<file path="src/b64d_pkg.sv">
// Shared types and constants for the base64 stream decoder.
// Holds the status codes, the character class type and the result bundle.
// No dependencies.
package b64d_pkg;

    // Request kinds on the input channel.
    localparam logic REQ_CHAR = 1'b0;
    localparam logic REQ_END  = 1'b1;

    // Status codes that travel with each result.
    typedef enum logic [1:0] {
        STATUS_DATA      = 2'd0,
        STATUS_END_OK    = 2'd1,
        STATUS_INVALID   = 2'd2,
        STATUS_UNEXP_END = 2'd3
    } status_t;

    // Classes of an input character.
    typedef enum logic [1:0] {
        SYM_DIGIT = 2'd0,
        SYM_PAD   = 2'd1,
        SYM_SKIP  = 2'd2
    } sym_kind_t;

    typedef struct packed {
        sym_kind_t   kind;
        logic [5:0]  value;
    } sym_t;

    // One result as produced by the decode logic.
    typedef struct packed {
        logic        valid;
        logic [7:0]  data;
        status_t     status;
    } result_t;

    // Offsets that map character codes onto six-bit digit values.
    localparam logic [7:0] OFS_UPPER = 8'd65;   // 'A' -> 0
    localparam logic [7:0] OFS_LOWER = 8'd71;   // 'a' -> 26
    localparam logic [7:0] OFS_DIGIT = 8'd4;    // '0' -> 52, added

endpackage

</file>
<file path="src/base64_stream_decoder.sv">
// Top level of the base64 stream decoder: input register, decode core and
// result register with the stream handshakes on both sides.
// Depends on b64d_pkg and b64d_core.
//
// Usage: each request on the slave channel carries one character in s_tdata,
// or an end-of-stream marker when s_tuser is high. Alphabet characters are
// decoded and every completed byte leaves on the master channel with status
// data (m_tuser = 0). Characters outside the alphabet produce no result. The
// end marker produces one status result (end ok, invalid sequence or
// unexpected end) and clears the decode state. A malformed sequence reports
// invalid once and then drops characters until the end marker.
// A request is held in the input register, passes the decode logic and is
// stored in the result register, which drives m_tvalid.
// Throughput is one request per cycle while the receiver does not stall, as
// the decode path between the two registers is combinational. When the
// receiver stalls, the result register holds its request and the input
// register takes one more request before s_tready drops. Reset clears both
// valid flags and the decode state.
module base64_stream_decoder
    import b64d_pkg::*;
(
    input  logic       aclk,
    input  logic       aresetn,
    input  logic       s_tvalid,
    output logic       s_tready,
    input  logic [7:0] s_tdata,   // [7:0] in_char
    input  logic       s_tuser,   // [0] req_type
    output logic       m_tvalid,
    input  logic       m_tready,
    output logic [7:0] m_tdata,   // [7:0] out_byte
    output logic [1:0] m_tuser    // [1:0] status
);

    logic       in_valid_reg;
    logic       in_req_reg;
    logic [7:0] in_char_reg;
    logic       out_valid_reg;
    logic [7:0] out_byte_reg;
    status_t    out_status_reg;
    logic       out_free;
    logic       fire;
    result_t    result;

    // The result register can take a new request when empty or being drained.
    assign out_free = !out_valid_reg || m_tready;
    assign fire     = in_valid_reg && out_free;
    assign s_tready = !in_valid_reg || out_free;

    b64d_core u_core (
        .aclk     (aclk),
        .aresetn  (aresetn),
        .fire     (fire),
        .req_type (in_req_reg),
        .in_char  (in_char_reg),
        .result   (result)
    );

    // Input register.
    always_ff @(posedge aclk) begin
        if (!aresetn) begin
            in_valid_reg <= 1'b0;
        end else if (s_tready) begin
            in_valid_reg <= s_tvalid;
        end
        if (s_tready && s_tvalid) begin
            in_req_reg  <= s_tuser;
            in_char_reg <= s_tdata;
        end
    end

    // Result register.
    always_ff @(posedge aclk) begin
        if (!aresetn) begin
            out_valid_reg <= 1'b0;
        end else if (out_free) begin
            out_valid_reg <= fire && result.valid;
        end
        if (out_free && fire && result.valid) begin
            out_byte_reg   <= result.data;
            out_status_reg <= result.status;
        end
    end

    assign m_tvalid = out_valid_reg;
    assign m_tdata  = out_byte_reg;
    assign m_tuser  = out_status_reg;

endmodule

</file>
<file path="src/b64d_char_map.sv">
// Character classifier for the base64 stream decoder.
// Maps a raw byte to a six-bit digit value, a pad mark or a skip mark.
// Depends on b64d_pkg.
module b64d_char_map
    import b64d_pkg::*;
(
    input  logic [7:0] in_char,
    output sym_t       sym
);

    logic [7:0] upper_val;
    logic [7:0] lower_val;
    logic [7:0] digit_val;

    assign upper_val = in_char - OFS_UPPER;
    assign lower_val = in_char - OFS_LOWER;
    assign digit_val = in_char + OFS_DIGIT;

    // Range checks against the standard alphabet.
    always_comb begin
        sym.kind  = SYM_SKIP;
        sym.value = '0;
        if (in_char >= 8'h41 && in_char <= 8'h5a) begin
            sym.kind  = SYM_DIGIT;
            sym.value = upper_val[5:0];
        end else if (in_char >= 8'h61 && in_char <= 8'h7a) begin
            sym.kind  = SYM_DIGIT;
            sym.value = lower_val[5:0];
        end else if (in_char >= 8'h30 && in_char <= 8'h39) begin
            sym.kind  = SYM_DIGIT;
            sym.value = digit_val[5:0];
        end else if (in_char == 8'h2b) begin
            sym.kind  = SYM_DIGIT;
            sym.value = 6'd62;
        end else if (in_char == 8'h2f) begin
            sym.kind  = SYM_DIGIT;
            sym.value = 6'd63;
        end else if (in_char == 8'h3d) begin
            sym.kind  = SYM_PAD;
        end
    end

endmodule

</file>
<file path="src/b64d_core.sv">
// Decode state and per-character update for the base64 stream decoder.
// Holds the partial group bits, group phase, pad and halt flags.
// Depends on b64d_pkg and b64d_char_map.
module b64d_core
    import b64d_pkg::*;
(
    input  logic       aclk,
    input  logic       aresetn,
    input  logic       fire,
    input  logic       req_type,
    input  logic [7:0] in_char,
    output result_t    result
);

    logic [5:0] leftover_reg, leftover_next;
    logic [1:0] phase_reg, phase_next;
    logic       pad_seen_reg, pad_seen_next;
    logic       halted_reg, halted_next;
    sym_t       sym;

    b64d_char_map u_char_map (
        .in_char (in_char),
        .sym     (sym)
    );

    // Next state and result for the request being processed.
    always_comb begin
        leftover_next = leftover_reg;
        phase_next    = phase_reg;
        pad_seen_next = pad_seen_reg;
        halted_next   = halted_reg;
        result.valid  = 1'b0;
        result.data   = '0;
        result.status = STATUS_DATA;
        if (fire) begin
            if (req_type == REQ_END) begin
                result.valid = 1'b1;
                if (halted_reg) begin
                    result.status = STATUS_INVALID;
                end else if (pad_seen_reg || phase_reg == 2'd0) begin
                    result.status = STATUS_END_OK;
                end else begin
                    result.status = STATUS_UNEXP_END;
                end
                leftover_next = '0;
                phase_next    = '0;
                pad_seen_next = 1'b0;
                halted_next   = 1'b0;
            end else if (!halted_reg) begin
                unique case (sym.kind)
                    SYM_PAD: begin
                        if (!pad_seen_reg && phase_reg < 2'd2) begin
                            halted_next   = 1'b1;
                            result.valid  = 1'b1;
                            result.status = STATUS_INVALID;
                        end else begin
                            pad_seen_next = 1'b1;
                        end
                    end
                    SYM_DIGIT: begin
                        if (pad_seen_reg) begin
                            halted_next   = 1'b1;
                            result.valid  = 1'b1;
                            result.status = STATUS_INVALID;
                        end else begin
                            // Shift the digit into the current group of four.
                            unique case (phase_reg)
                                2'd0: begin
                                    leftover_next = sym.value;
                                    phase_next    = 2'd1;
                                end
                                2'd1: begin
                                    result.valid  = 1'b1;
                                    result.data   = {leftover_reg, sym.value[5:4]};
                                    leftover_next = {2'b00, sym.value[3:0]};
                                    phase_next    = 2'd2;
                                end
                                2'd2: begin
                                    result.valid  = 1'b1;
                                    result.data   = {leftover_reg[3:0], sym.value[5:2]};
                                    leftover_next = {4'b0000, sym.value[1:0]};
                                    phase_next    = 2'd3;
                                end
                                default: begin
                                    result.valid  = 1'b1;
                                    result.data   = {leftover_reg[1:0], sym.value};
                                    leftover_next = '0;
                                    phase_next    = 2'd0;
                                end
                            endcase
                        end
                    end
                    default: begin
                        // Characters outside the alphabet change nothing.
                    end
                endcase
            end
        end
    end

    // State registers.
    always_ff @(posedge aclk) begin
        if (!aresetn) begin
            leftover_reg <= '0;
            phase_reg    <= '0;
            pad_seen_reg <= 1'b0;
            halted_reg   <= 1'b0;
        end else begin
            leftover_reg <= leftover_next;
            phase_reg    <= phase_next;
            pad_seen_reg <= pad_seen_next;
            halted_reg   <= halted_next;
        end
    end

endmodule

</file>
<file path="config.mk">
export PLATFORM = sky130hd
export DESIGN_NAME = base64_stream_decoder
export DESIGN_NICKNAME = d
export VERILOG_FILES = /design/src/b64d_pkg.sv /design/src/base64_stream_decoder.sv /design/src/b64d_char_map.sv /design/src/b64d_core.sv
export SDC_FILE = /design/constraint.sdc
export NUM_CORES = 1
export LEC_CHECK = 0
export ABC_AREA = 0
export BUFFER_PORTS_ARGS = -buffer_cell sky130_fd_sc_hd__clkbuf_2
export CAP_MARGIN = 20
export CELL_PAD_IN_SITES_DETAIL_PLACEMENT = 1
export CELL_PAD_IN_SITES_GLOBAL_PLACEMENT = 2
export CORE_MARGIN = 2
export CORE_UTILIZATION = 40
export DETAILED_ROUTE_END_ITERATION = 8
export PLACE_DENSITY = 0.95
export SLEW_MARGIN = 0
export SYNTH_ARGS = -nofsm -noshare
export SYNTH_HDL_FRONTEND = slang
export SYNTH_HIERARCHICAL = 1
export SYNTH_SLANG_ARGS = --single-unit
</file>
<file path="constraint.sdc">
create_clock -name aclk -period 4.9 [get_ports aclk]
set_input_delay 0.98 -clock aclk [delete_from_list [all_inputs] [get_ports aclk]]
set_output_delay 0.98 -clock aclk [all_outputs]
set_load 0.03 [all_outputs]
</file>
# Word-level counts from Yosys, hierarchy flattened

Cells that the tools add are included.

Add/sub/neg operators: 3
$lt $le $gt $ge: 7
Eq/ne operators: 9
Mux-type cells: 41
Bitwise gates (word level): 2
Reduce and logical (&&, ||, !) cells: 22

Operators with widths:

| operator                                                           | count |
|---|---|
| two-way mux 8 bit                                                  | 7 |
| two-way mux 6 bit                                                  | 5 |
| one-hot mux 9 bit (3 select lines)                                 | 1 |
| equality test 8 x 6 -> 1 bit (second input constant)               | 3 |
| two-way mux 11 bit                                                 | 2 |
| two-way mux 2 bit                                                  | 11 |
| one-hot mux 6 bit (3 select lines)                                 | 1 |
| greater-or-equal comparator 8 x 7 -> 1 bit (second input constant) | 2 |
| <= comparator 8 x 7 -> 1 bit (second input constant)               | 2 |
| two-way mux 1 bit                                                  | 10 |
| logical AND 1 bit                                                  | 9 |
| greater-or-equal comparator 8 x 6 -> 1 bit (second input constant) | 1 |
| <= comparator 8 x 6 -> 1 bit (second input constant)               | 1 |
| AND reduction 4 bit                                                | 2 |
| adder 6 x 3 -> 6 bit (second input constant)                       | 1 |
| != test 2 bit (second input constant)                              | 3 |
| one-hot mux 2 bit (3 select lines)                                 | 1 |
| subtractor 6 x 1 -> 6 bit (second input constant)                  | 1 |
| subtractor 6 x 3 -> 6 bit (second input constant)                  | 1 |
| OR reduction 5 bit                                                 | 1 |
| equality test 2 x 1 -> 1 bit (second input constant)               | 2 |
| zero test 2 bit                                                    | 2 |
| one-hot mux 1 bit (2 select lines)                                 | 2 |
| one-hot mux 2 bit (2 select lines)                                 | 1 |
| 6 further kinds                                                    | 12 |

Flip-flop bits (word level): 31
Bits of input ports: 13
Output and inout port bits: 12
Word-level logic and storage cells: 94

# Longest topological paths before layout

Gate-level depths: netlist of run 1.

Word-level depth: 14
Mapped depth: 14
Mapped depth without buffers: 12

# Modules after synthesis

The synthesis of run 1 kept the hierarchy.

By module, submodules not included:

| module                | times used | cells each | area each (um^2) |
|---|---|---|---|
| b64d_core             | 1          | 102        | 825.8 |
| base64_stream_decoder | 1          | 32         | 683.2 |
| b64d_char_map         | 1          | 80         | 586.8 |

# Least setup slack after synthesis of run 1

Ideal clock, no wire load.

Path kind: reg2reg
From: register in_char_reg[2]
To: register out_byte_reg[0] (netlist: m_tdata[0]), enable pin
Library setup time: 0.376 ns
Arrival time: 2.662 ns
Required time: 4.524 ns
Path slack: 1.862 ns
Stages on the path, launching flop included: 14
Buffers on the path: 1
Period minus slack after synthesis: 3.038 ns
Path through: edfxtp_1 -> buf_2 -> inv_1 -> ha_1 -> a21o_2 -> o311ai_2 -> and3_4 -> nor3_2 -> and2_1 -> nor2_1 -> o311a_2 -> o21a_1 -> nand2_1 -> nor2_1

RTL lines:

| what                   | RTL line                    | text |
|---|---|---|
| from (decl)            | base64_stream_decoder.sv:36 | `logic [7:0] in_char_reg;` |
| from (signal assigned) | base64_stream_decoder.sv:67 | `in_char_reg <= s_tdata;` |
| to (signal assigned)   | base64_stream_decoder.sv:79 | `out_byte_reg <= result.data;` |
| to (decl)              | base64_stream_decoder.sv:38 | `logic [7:0] out_byte_reg;` |

==> flow_metrics.env, run 1 <==
export IMPL_wirelength_um=4819
export IMPL_ys_seq_area_frac=0.3869
export IMPL_clock_root_buffer="clkbuf_8"
export IMPL_p_leak_nw=0.9025
export IMPL_top_layer="met4"
export IMPL_synth_seq_cells=31
export IMPL_cts_tree="built"
export IMPL_rsz0062_at_grt="no"
export IMPL_drive_gt1_frac=0.1915
export IMPL_synth_area_sq_um=2096
export IMPL_synthDominantCellAreaShare=0.2722
export IMPL_wl_met3_um=180
export IMPL_synth_flop_cell="edfxtp_1"
export IMPL_first_iter_violations=68
export IMPL_hold_viol=0
export IMPL_hold_buffers=0
export IMPL_synth_edf_count=19
export IMPL_power_frac_clock=0.342
export IMPL_clock_skew_ps=6.723
export IMPL_criticalPathCategory="reg -> reg"
export IMPL_initial_core_util=0.4130
export IMPL_synth_area_leaders="edfxtp_1 (27%), dfxtp_1 (11%), ha_1 (8.4%), nand2_1 (4.1%), a221oi_1 (3.8%)"
export IMPL_seq_area_sq_um=810.8
export IMPL_post_cts_setup_buffer_count=0
export IMPL_finalCritPeriodShare=0.7478
export IMPL_wl_met1_um=2320
export IMPL_synth_area_per_cell_sq_um=9.793
export IMPL_arrival_ps=3570
export IMPL_cp_data_required_time_ps=4800
export IMPL_drc_errors=0
export IMPL_die_area_sq_um=5835
export IMPL_overflow=0
export IMPL_worstMarginPinSlew_ps=867.1
export IMPL_fin_tns_setup_ps=0
export IMPL_synthCells=214
export IMPL_total_power_mw=0.5594
export IMPL_setup_viol=0
export IMPL_grt_max_degree=23
export IMPL_coreArea_sq_um=5075
export IMPL_hold_start="u_core/leftover_reg[4]"
export IMPL_vias=1669
export IMPL_pre_cts_slack_ps=1282
export IMPL_slew_headroom=0.4198
export IMPL_cts_resized_gates=0
export IMPL_io_pins=25
export IMPL_met2_length_um=2295
export IMPL_stdcell_count=305
export IMPL_seqPwrFrac=0.524
export IMPL_worstHoldPathCells=2
export IMPL_p_per_area_nw_per_um2=241.5
export IMPL_ir_drop_uv=145.5
export IMPL_maxCapViolCount=0
export IMPL_diodes=0
export IMPL_synth_fp_nets=241
export IMPL_nets=261
export IMPL_grtUsageTotal=0.1728
export IMPL_area_growth_pct=10.51
export IMPL_die_y_um=76.39
export IMPL_grt_pass1_wl_um=8121
export IMPL_fill_cells=620
export IMPL_cts_buffers=5
export IMPL_reg2reg_to="m_tdata[6]"
export IMPL_port_buffers=24
export IMPL_critPathLaunchType="flip-flop"
export IMPL_ant_nets=0
export IMPL_synth_warnings=6
export IMPL_p_sw_mw=0.1507
export IMPL_pwr_share_comb=0.134
export IMPL_cp_end_kind="flip-flop"
export IMPL_final_common_cell="clkbuf_2"
export IMPL_reg2reg_depth=12
export IMPL_numClockSinks=31
export IMPL_yosys_area_top_type="edfxtp_1"
export IMPL_ff2ff_setup_slack_ps=1240
export IMPL_grt_pass1_vias=1660
export IMPL_fin_crit_ps=3664
export IMPL_fmax_mhz=272.9
export IMPL_hold_class="reg -> reg"
export IMPL_status="finished, final reports clean"
export IMPL_setup_ws_ps=1236
export IMPL_r2r_start="in_char_reg[2]"
export IMPL_first_pass_iters=4
export IMPL_min_to="u_core/leftover_reg[4]"
export IMPL_place_gp_congestion=0.9285
export IMPL_clock_latency_ps=280
export IMPL_wl_per_cell_um=15.80
export IMPL_cts_buffer_depth=2
export IMPL_clk_pin_slew_ps=60
export IMPL_p_int_mw=0.4087
export IMPL_multi_input_area_sq_um=1176
export IMPL_fp_dieW_um=76.39
export IMPL_post_dp_hpwl_um=3624
export IMPL_slew_viol_final=0
export IMPL_p_sw_frac=0.2693
export IMPL_htreeDepth=2
export IMPL_cp_max_fo=10
export IMPL_yosysUniqueCellTypes=52
export IMPL_synth_async_reset_ratio=0
export IMPL_place_detailed_instances=297
export IMPL_mostFrequentLayoutCells="clkbuf_2 (24), nand2_1 (23), edfxtp_1 (19)"
export IMPL_antenna_found_initial=0
export IMPL_rows=26
export IMPL_via_per_inst=5.472
worst max-delay path by stage:
stage	cells after the start	start	endpoint
floorplan	13	in_char_reg[2]	m_tdata[0]
detailed placement	12	in_char_reg[2]	m_tdata[0]
global route	12	in_char_reg[2]	m_tdata[2]
finish	12	in_char_reg[2]	m_tdata[6]
CTS	12	in_char_reg[2]	m_tdata[0]
global placement	12	in_char_reg[2]	m_tdata[7]
routing by layer:
layer | vias to the layer above | global-route usage
li1 | 818 | -
met1 | 815 | 0.2286
met2 | 34 | 0.2885
met3 | 2 | 0.03673
met4 | 0 | 0.04364
met5 | - | 0
Yosys cell counts (2+ instances only):
cell type / count
a21boi_1: 2
a21oi_1: 2
a221oi_1: 9
a22o_1: 2
and2_1: 4
and3_1: 3
buf_2: 3
buf_6: 3
clkbuf_1: 4
dfxtp_1: 12
edfxtp_1: 19
ha_1: 14
inv_1: 10
mux2i_1: 6
nand2_1: 23
nand3_1: 10
nor2_1: 15
nor2b_1: 12
nor2b_4: 2
nor3_1: 10
nor3_2: 2
o2111ai_1: 3
o21a_1: 2
o21ai_0: 5
o21ai_1: 2
o22ai_1: 3
or2_1: 2
xnor2_1: 4
xor2_1: 3
power by group through the flow:
stage               sequential [mW]  combinational, mW  clock [mW]
global placement              0.299             0.0721           0
floorplan                     0.295             0.0571           0
finish                        0.293             0.0748       0.191
detailed placement            0.299             0.0735           0
global route                  0.295             0.0817       0.207
CTS                           0.293             0.0741       0.201
worst max-delay path: stages (launching register included):
cell and delay, ps:
edfxtp_1 550, inv_1 170, ha_1 320, a21o_2 260
nand3_1 70, and3_1 370, nor3_2 100, and2_1 200
nor2_1 210, o311a_2 210, o21a_1 100, nand2_1 60
nor2_1 660
area by class of cell:
cell class | count | area share
multi-input combinational | 162 | 0.5078
clock buffer | 5 | 0.02971
inverter | 10 | 0.01621
tap | 70 | 0.03782
timing repair buffer | 24 | 0.05186
clock inverter | 3 | 0.006483
sequential | 31 | 0.3501
cell families (layout without fill, tap and decap cells):
logic type,after synthesis,in the layout,synth area share
AO/OA/AOI/OAI,45,45,0.1791
XOR/XNOR,7,7,0.02925
adder cells (fa/ha/maj),14,14,0.08358
buffers and inverters,21,42,0.05194
flip-flops,31,31,0.3869
multiplexers,6,6,0.02866
AND/OR/NAND/NOR,90,90,0.2406
stage by stage:
step | utilization | cell area [sq um] | hold WS, ps
finish | 0.4564 | 2316 | 466.1
global route | 0.4564 | 2316 | 502.7
CTS | 0.4564 | 2316 | 474.0
detailed placement | 0.4398 | 2232 | 463.9
global placement | 0.4398 | 2232 | 450.6
floorplan | - | 2096 | 438.2
Power figures use the tool's default switching activity.
==> inputs of run 2 (changes only) <==
CORE_UTILIZATION = 37   (was 40)
PLACE_DENSITY = 0.91   (was 0.95)
clock period = 3.39 ns   (was 4.9 ns; I/O delays follow)
==> run 2 against run 1 <==
Compared with the run above: sequential power up 44%; utilization down 2.5 points; first-iteration DRC count rose to 2.5 times the previous value; non-clock buffer count is 4 higher; clock-buffer cell count rose by 1; routed wire length increased by 4.5%; critical path depth is 1 higher; global-route usage rose by 0.34 points; critical endpoint is now m_tdata[1].
==> flow_metrics.env, run 2 (synthesized netlist as in run 1, its figures left out) <==
export IMPL_status="finished, final reports clean"
export IMPL_clock_skew_ps=2.854
export IMPL_fmax_mhz=319.6
export IMPL_slew_viol_final=0
export IMPL_p_leak_nw=0.9280
export IMPL_fin_crit_ps=3129
export IMPL_coreArea_sq_um=5473
export IMPL_total_power_mw=0.8381
export IMPL_ant_nets=0
export IMPL_ir_drop_uv=219.3
export IMPL_finalCritPeriodShare=0.9230
export IMPL_rows=27
export IMPL_area_growth_pct=12.54
export IMPL_grt_max_degree=23
export IMPL_cts_resized_gates=0
export IMPL_wl_per_cell_um=16.20
export IMPL_post_cts_setup_buffer_count=0
export IMPL_first_pass_iters=4
export IMPL_setup_viol=0
export IMPL_hold_buffers=0
export IMPL_drc_errors=0
export IMPL_numClockSinks=31
export IMPL_nets=265
export IMPL_reg2reg_depth=13
export IMPL_cts_buffers=5
export IMPL_vias=1693
export IMPL_post_dp_hpwl_um=3795
export IMPL_overflow=0
export IMPL_mostFrequentLayoutCells="clkbuf_2 (24), nand2_1 (23), edfxtp_1 (19)"
export IMPL_fin_util=0.4310
export IMPL_rsz0062_at_grt="no"
export IMPL_initial_core_util=0.3829
export IMPL_fin_tns_setup_ps=0
export IMPL_wirelength_um=5037
export IMPL_drive_gt1_frac=0.2092
export IMPL_place_gp_congestion=0.9039
export IMPL_fp_dieW_um=79.26
export IMPL_grt_util_met3=0.04091
export IMPL_hold_viol=0
export IMPL_cts_buffer_depth=2
export IMPL_grt_pass1_wl_um=8487
export IMPL_cts_tree="built"
export IMPL_arrival_ps=3120
export IMPL_grtUsageTotal=0.1762
export IMPL_slew_headroom=0.4576
export IMPL_worstHoldPathCells=2
export IMPL_busiest_layer="met2"
export IMPL_critPathLaunchType="flip-flop"
export IMPL_pre_cts_slack_ps=320.1
export IMPL_final_common_cell="clkbuf_2"
export IMPL_use_met2=0.2890
export IMPL_use_met1=0.2332
export IMPL_maxCapViolCount=0
export IMPL_antenna_found_initial=0
export IMPL_htreeDepth=2
export IMPL_die_area_sq_um=6282
export IMPL_clock_latency_ps=280
export IMPL_hold_class="reg -> reg"
export IMPL_cp_data_required_time_ps=3380
export IMPL_clk_pin_slew_ps=70
export IMPL_p_per_area_nw_per_um2=355.4
export IMPL_clock_root_buffer="clkbuf_8"
export IMPL_port_buffers=24
export IMPL_die_y_um=79.26
export IMPL_criticalPathCategory="reg -> reg"
export IMPL_io_pins=25
export IMPL_grt_pass1_vias=1691
export IMPL_setup_ws_ps=261.0
export IMPL_worstMarginPinSlew_ps=811.8
export IMPL_first_iter_violations=172
export IMPL_diodes=0
export IMPL_cp_max_fo=10
export IMPL_cp_end_kind="flip-flop"
export IMPL_via_per_inst=5.444
## run 2: metrics by stage
step | instances | hold WS, ps | cell area [sq um]
floorplan | 214 | 438.2 | 2096
global placement | 303 | 447.2 | 2265
detailed placement | 303 | 459.3 | 2265
CTS | 311 | 469.4 | 2359
global route | 311 | 501.0 | 2359
finish | 311 | 461.2 | 2359
## run 2: metal layers
layer | vias up | share of wire
met2 | 40 | 0.48
met1 | 824 | 0.47
li1 | 827 | -
met4 | 0 | 0.0071
met3 | 2 | 0.042
met5 | - | 0
## run 2: report_power, final
| group | internal [mW] | leakage (nW) | switching [mW] |
|---|---|---|---|
| Sequential | 0.409 | 0.277 | 0.0125 |
| Clock | 0.162 | 0.0449 | 0.141 |
| Combinational | 0.0450 | 0.606 | 0.0692 |
## run 2: cell type report
class | count | area (sq um)
fillers | 653 | 3114
multi-input cells | 162 | 1176
flip-flops and latches | 31 | 810.8
repair buffers | 28 | 150.1
well taps | 72 | 90.09
clock buffers | 6 | 82.58
inverters | 10 | 37.54
clock inverters | 2 | 11.26
## run 2: final timing paths
path | from | end | slack (ps)
worst max-delay path | in_char_reg[3] | m_tdata[1] | 260
worst min-delay path | u_core/leftover_reg[4] | u_core/leftover_reg[4] | 460
worst max register to register | in_char_reg[3] | m_tdata[1] | 260
worst min register to register | u_core/leftover_reg[4] | u_core/leftover_reg[4] | 460
## run 2: worst max-delay path, stage by stage (launching register included)
cell      delay, ps
edfxtp_1        510
inv_1           160
ha_1            210
nor2b_1         140
o22ai_2         220
and3_1          390
nor3_2          110
and2_1          210
nor2_1          210
o311a_2         210
o21a_1          100
nand2_1          60
nor2_1          100
buf_4           200
==> inputs of run 3 (changes only) <==
CORE_UTILIZATION = 38   (was 37)
CTS_BUF_LIST = sky130_fd_sc_hd__clkbuf_8   (was default)
PLACE_DENSITY = 0.92   (was 0.91)
==> run 3 against run 2 <==
Compared with the run above: final area shrank 0.32%; utilization rose by 0.40 points; clock skew grew 6.5 ps; sequential cell count unchanged; clock-buffer cell count did not move; largest cell class unchanged; highest routed layer unchanged.
==> flow_metrics.env, run 3 (synthesized netlist as in run 1, its figures left out) <==
export IMPL_grt_pass1_vias=1793
export IMPL_timing_hold_ws_ps=469.5
export IMPL_diodes=0
export IMPL_antenna_found_initial=0
export IMPL_criticalPathCategory="reg -> reg"
export IMPL_cp_common_cell="nor2_1"
export IMPL_place_gp_congestion=0.9027
export IMPL_crit_chain="inv_1 -> ha_1 -> nor2b_1 -> o22ai_2 -> and3_1 -> nor3_2 -> and2_1 -> nor2_1 -> o311a_2 -> o21a_1 -> nand2_1 -> nor2_1 -> buf_4"
export IMPL_hold_viol=0
export IMPL_drive_gt1_frac=0.2059
export IMPL_first_iter_violations=44
export IMPL_critPathLaunchType="flip-flop"
export IMPL_cts_resized_gates=0
export IMPL_cts_buffers=5
export IMPL_die_y_um=78.27
export IMPL_drc_errors=0
export IMPL_slowest_delay_ps=510
export IMPL_crit_slowest_cell="edfxtp_1"
export IMPL_fill_cells=646
export IMPL_first_pass_iters=4
export IMPL_maxCapViolCount=0
export IMPL_slew_viol_final=0
export IMPL_wl_per_cell_um=16.26
export IMPL_mostFrequentLayoutCells="clkbuf_2 (24), nand2_1 (23), edfxtp_1 (19)"
export IMPL_initial_core_util=0.3877
export IMPL_fmax_mhz=324.1
export IMPL_rsz0062_at_grt="no"
export IMPL_clock_latency_ps=290
export IMPL_cp_data_required_time_ps=3380
export IMPL_grt_max_degree=23
export IMPL_hold_class="reg -> reg"
export IMPL_worstMarginPinSlew_ps=819.5
export IMPL_arrival_ps=3080
export IMPL_p_leak_nw=0.9232
export IMPL_numClockSinks=31
export IMPL_ir_drop_uv=291.9
export IMPL_htreeDepth=2
export IMPL_post_dp_hpwl_um=3719
export IMPL_vias=1701
export IMPL_grt_pass1_wl_um=8645
export IMPL_die_area_sq_um=6125
export IMPL_area_growth_pct=12.18
export IMPL_p_per_area_nw_per_um2=361.2
export IMPL_ant_nets=0
export IMPL_wirelength_um=5040
export IMPL_clock_skew_ps=9.314
export IMPL_rows=27
export IMPL_hold_buffers=0
export IMPL_nets=264
export IMPL_design_area_sq_um=2351
export IMPL_fin_tns_setup_ps=0
export IMPL_finalCritPeriodShare=0.9101
export IMPL_total_power_mw=0.8492
export IMPL_coreArea_sq_um=5405
export IMPL_via_per_inst=5.487
export IMPL_io_pins=25
export IMPL_overflow=0
export IMPL_grtUsageTotal=0.1785
export IMPL_fin_util=0.4350
export IMPL_setup_viol=0
export IMPL_fin_crit_ps=3085
export IMPL_clock_root_buffer="clkbuf_8"
export IMPL_clk_pin_slew_ps=70
export IMPL_cts_tree="built"
export IMPL_post_cts_setup_buffer_count=0
export IMPL_cp_max_fo=10
export IMPL_slew_headroom=0.4525
export IMPL_cp_end_kind="flip-flop"
export IMPL_port_buffers=24
export IMPL_place_area_sq_um=2257
export IMPL_final_common_cell="clkbuf_2"
export IMPL_fp_dieW_um=78.27
export IMPL_cts_buffer_depth=2
export IMPL_status="finished, final reports clean"
run 3: critical path: cells and delay by family, from the launching register on:
kind / cells / cell delay, ps
AOI/OAI and AO/OA: 3 / 530
adders and majority gates: 1 / 220
buffers and inverters: 2 / 370
DFF: 1 / 510
and+or+nand+nor: 7 / 1170
run 3: metal layers:
metal	vias up	GRT usage	routed length, um
met1	818	0.2202	2266
met2	47	0.3052	2431
li1	823	-	-
met5	-	0	0
met3	13	0.03218	210
met4	0	0.07719	132
run 3: area by class of cell:
cell class,instances,area (sq um),share of cell area
timing repair buffer,27,142.6,0.06067
clock buffer,6,82.58,0.03513
clock inverter,2,11.26,0.004790
tap,72,90.09,0.03832
inverter,10,37.54,0.01597
multi-input combinational,162,1176,0.5003
sequential,31,810.8,0.3449
run 3: power by group:
group / leakage (nW) / switching (mW) / internal, mW
logic: 0.601 / 0.0684 / 0.0443
registers: 0.277 / 0.0120 / 0.409
clock network: 0.0449 / 0.154 / 0.162
run 3: per-stage QoR:
step / instances / setup WS [ps]
after floorplan: 214 / 351.9
after global placement: 302 / 486.5
after detailed placement: 302 / 330.3
after CTS: 310 / 309.3
after global routing: 310 / 78.57
final: 310 / 304.9
run 3: path summary, 6_finish.rpt:
check / startpoint / end / slack, ps / depth (start not counted)
worst max-delay path: in_char_reg[3] / m_tdata[7] / 300 / 13
worst min-delay path: u_core/leftover_reg[5] / u_core/leftover_reg[5] / 470 / 2
worst max register to register: in_char_reg[3] / m_tdata[7] / 300 / 13
worst min register to register: u_core/leftover_reg[5] / u_core/leftover_reg[5] / 470 / 2
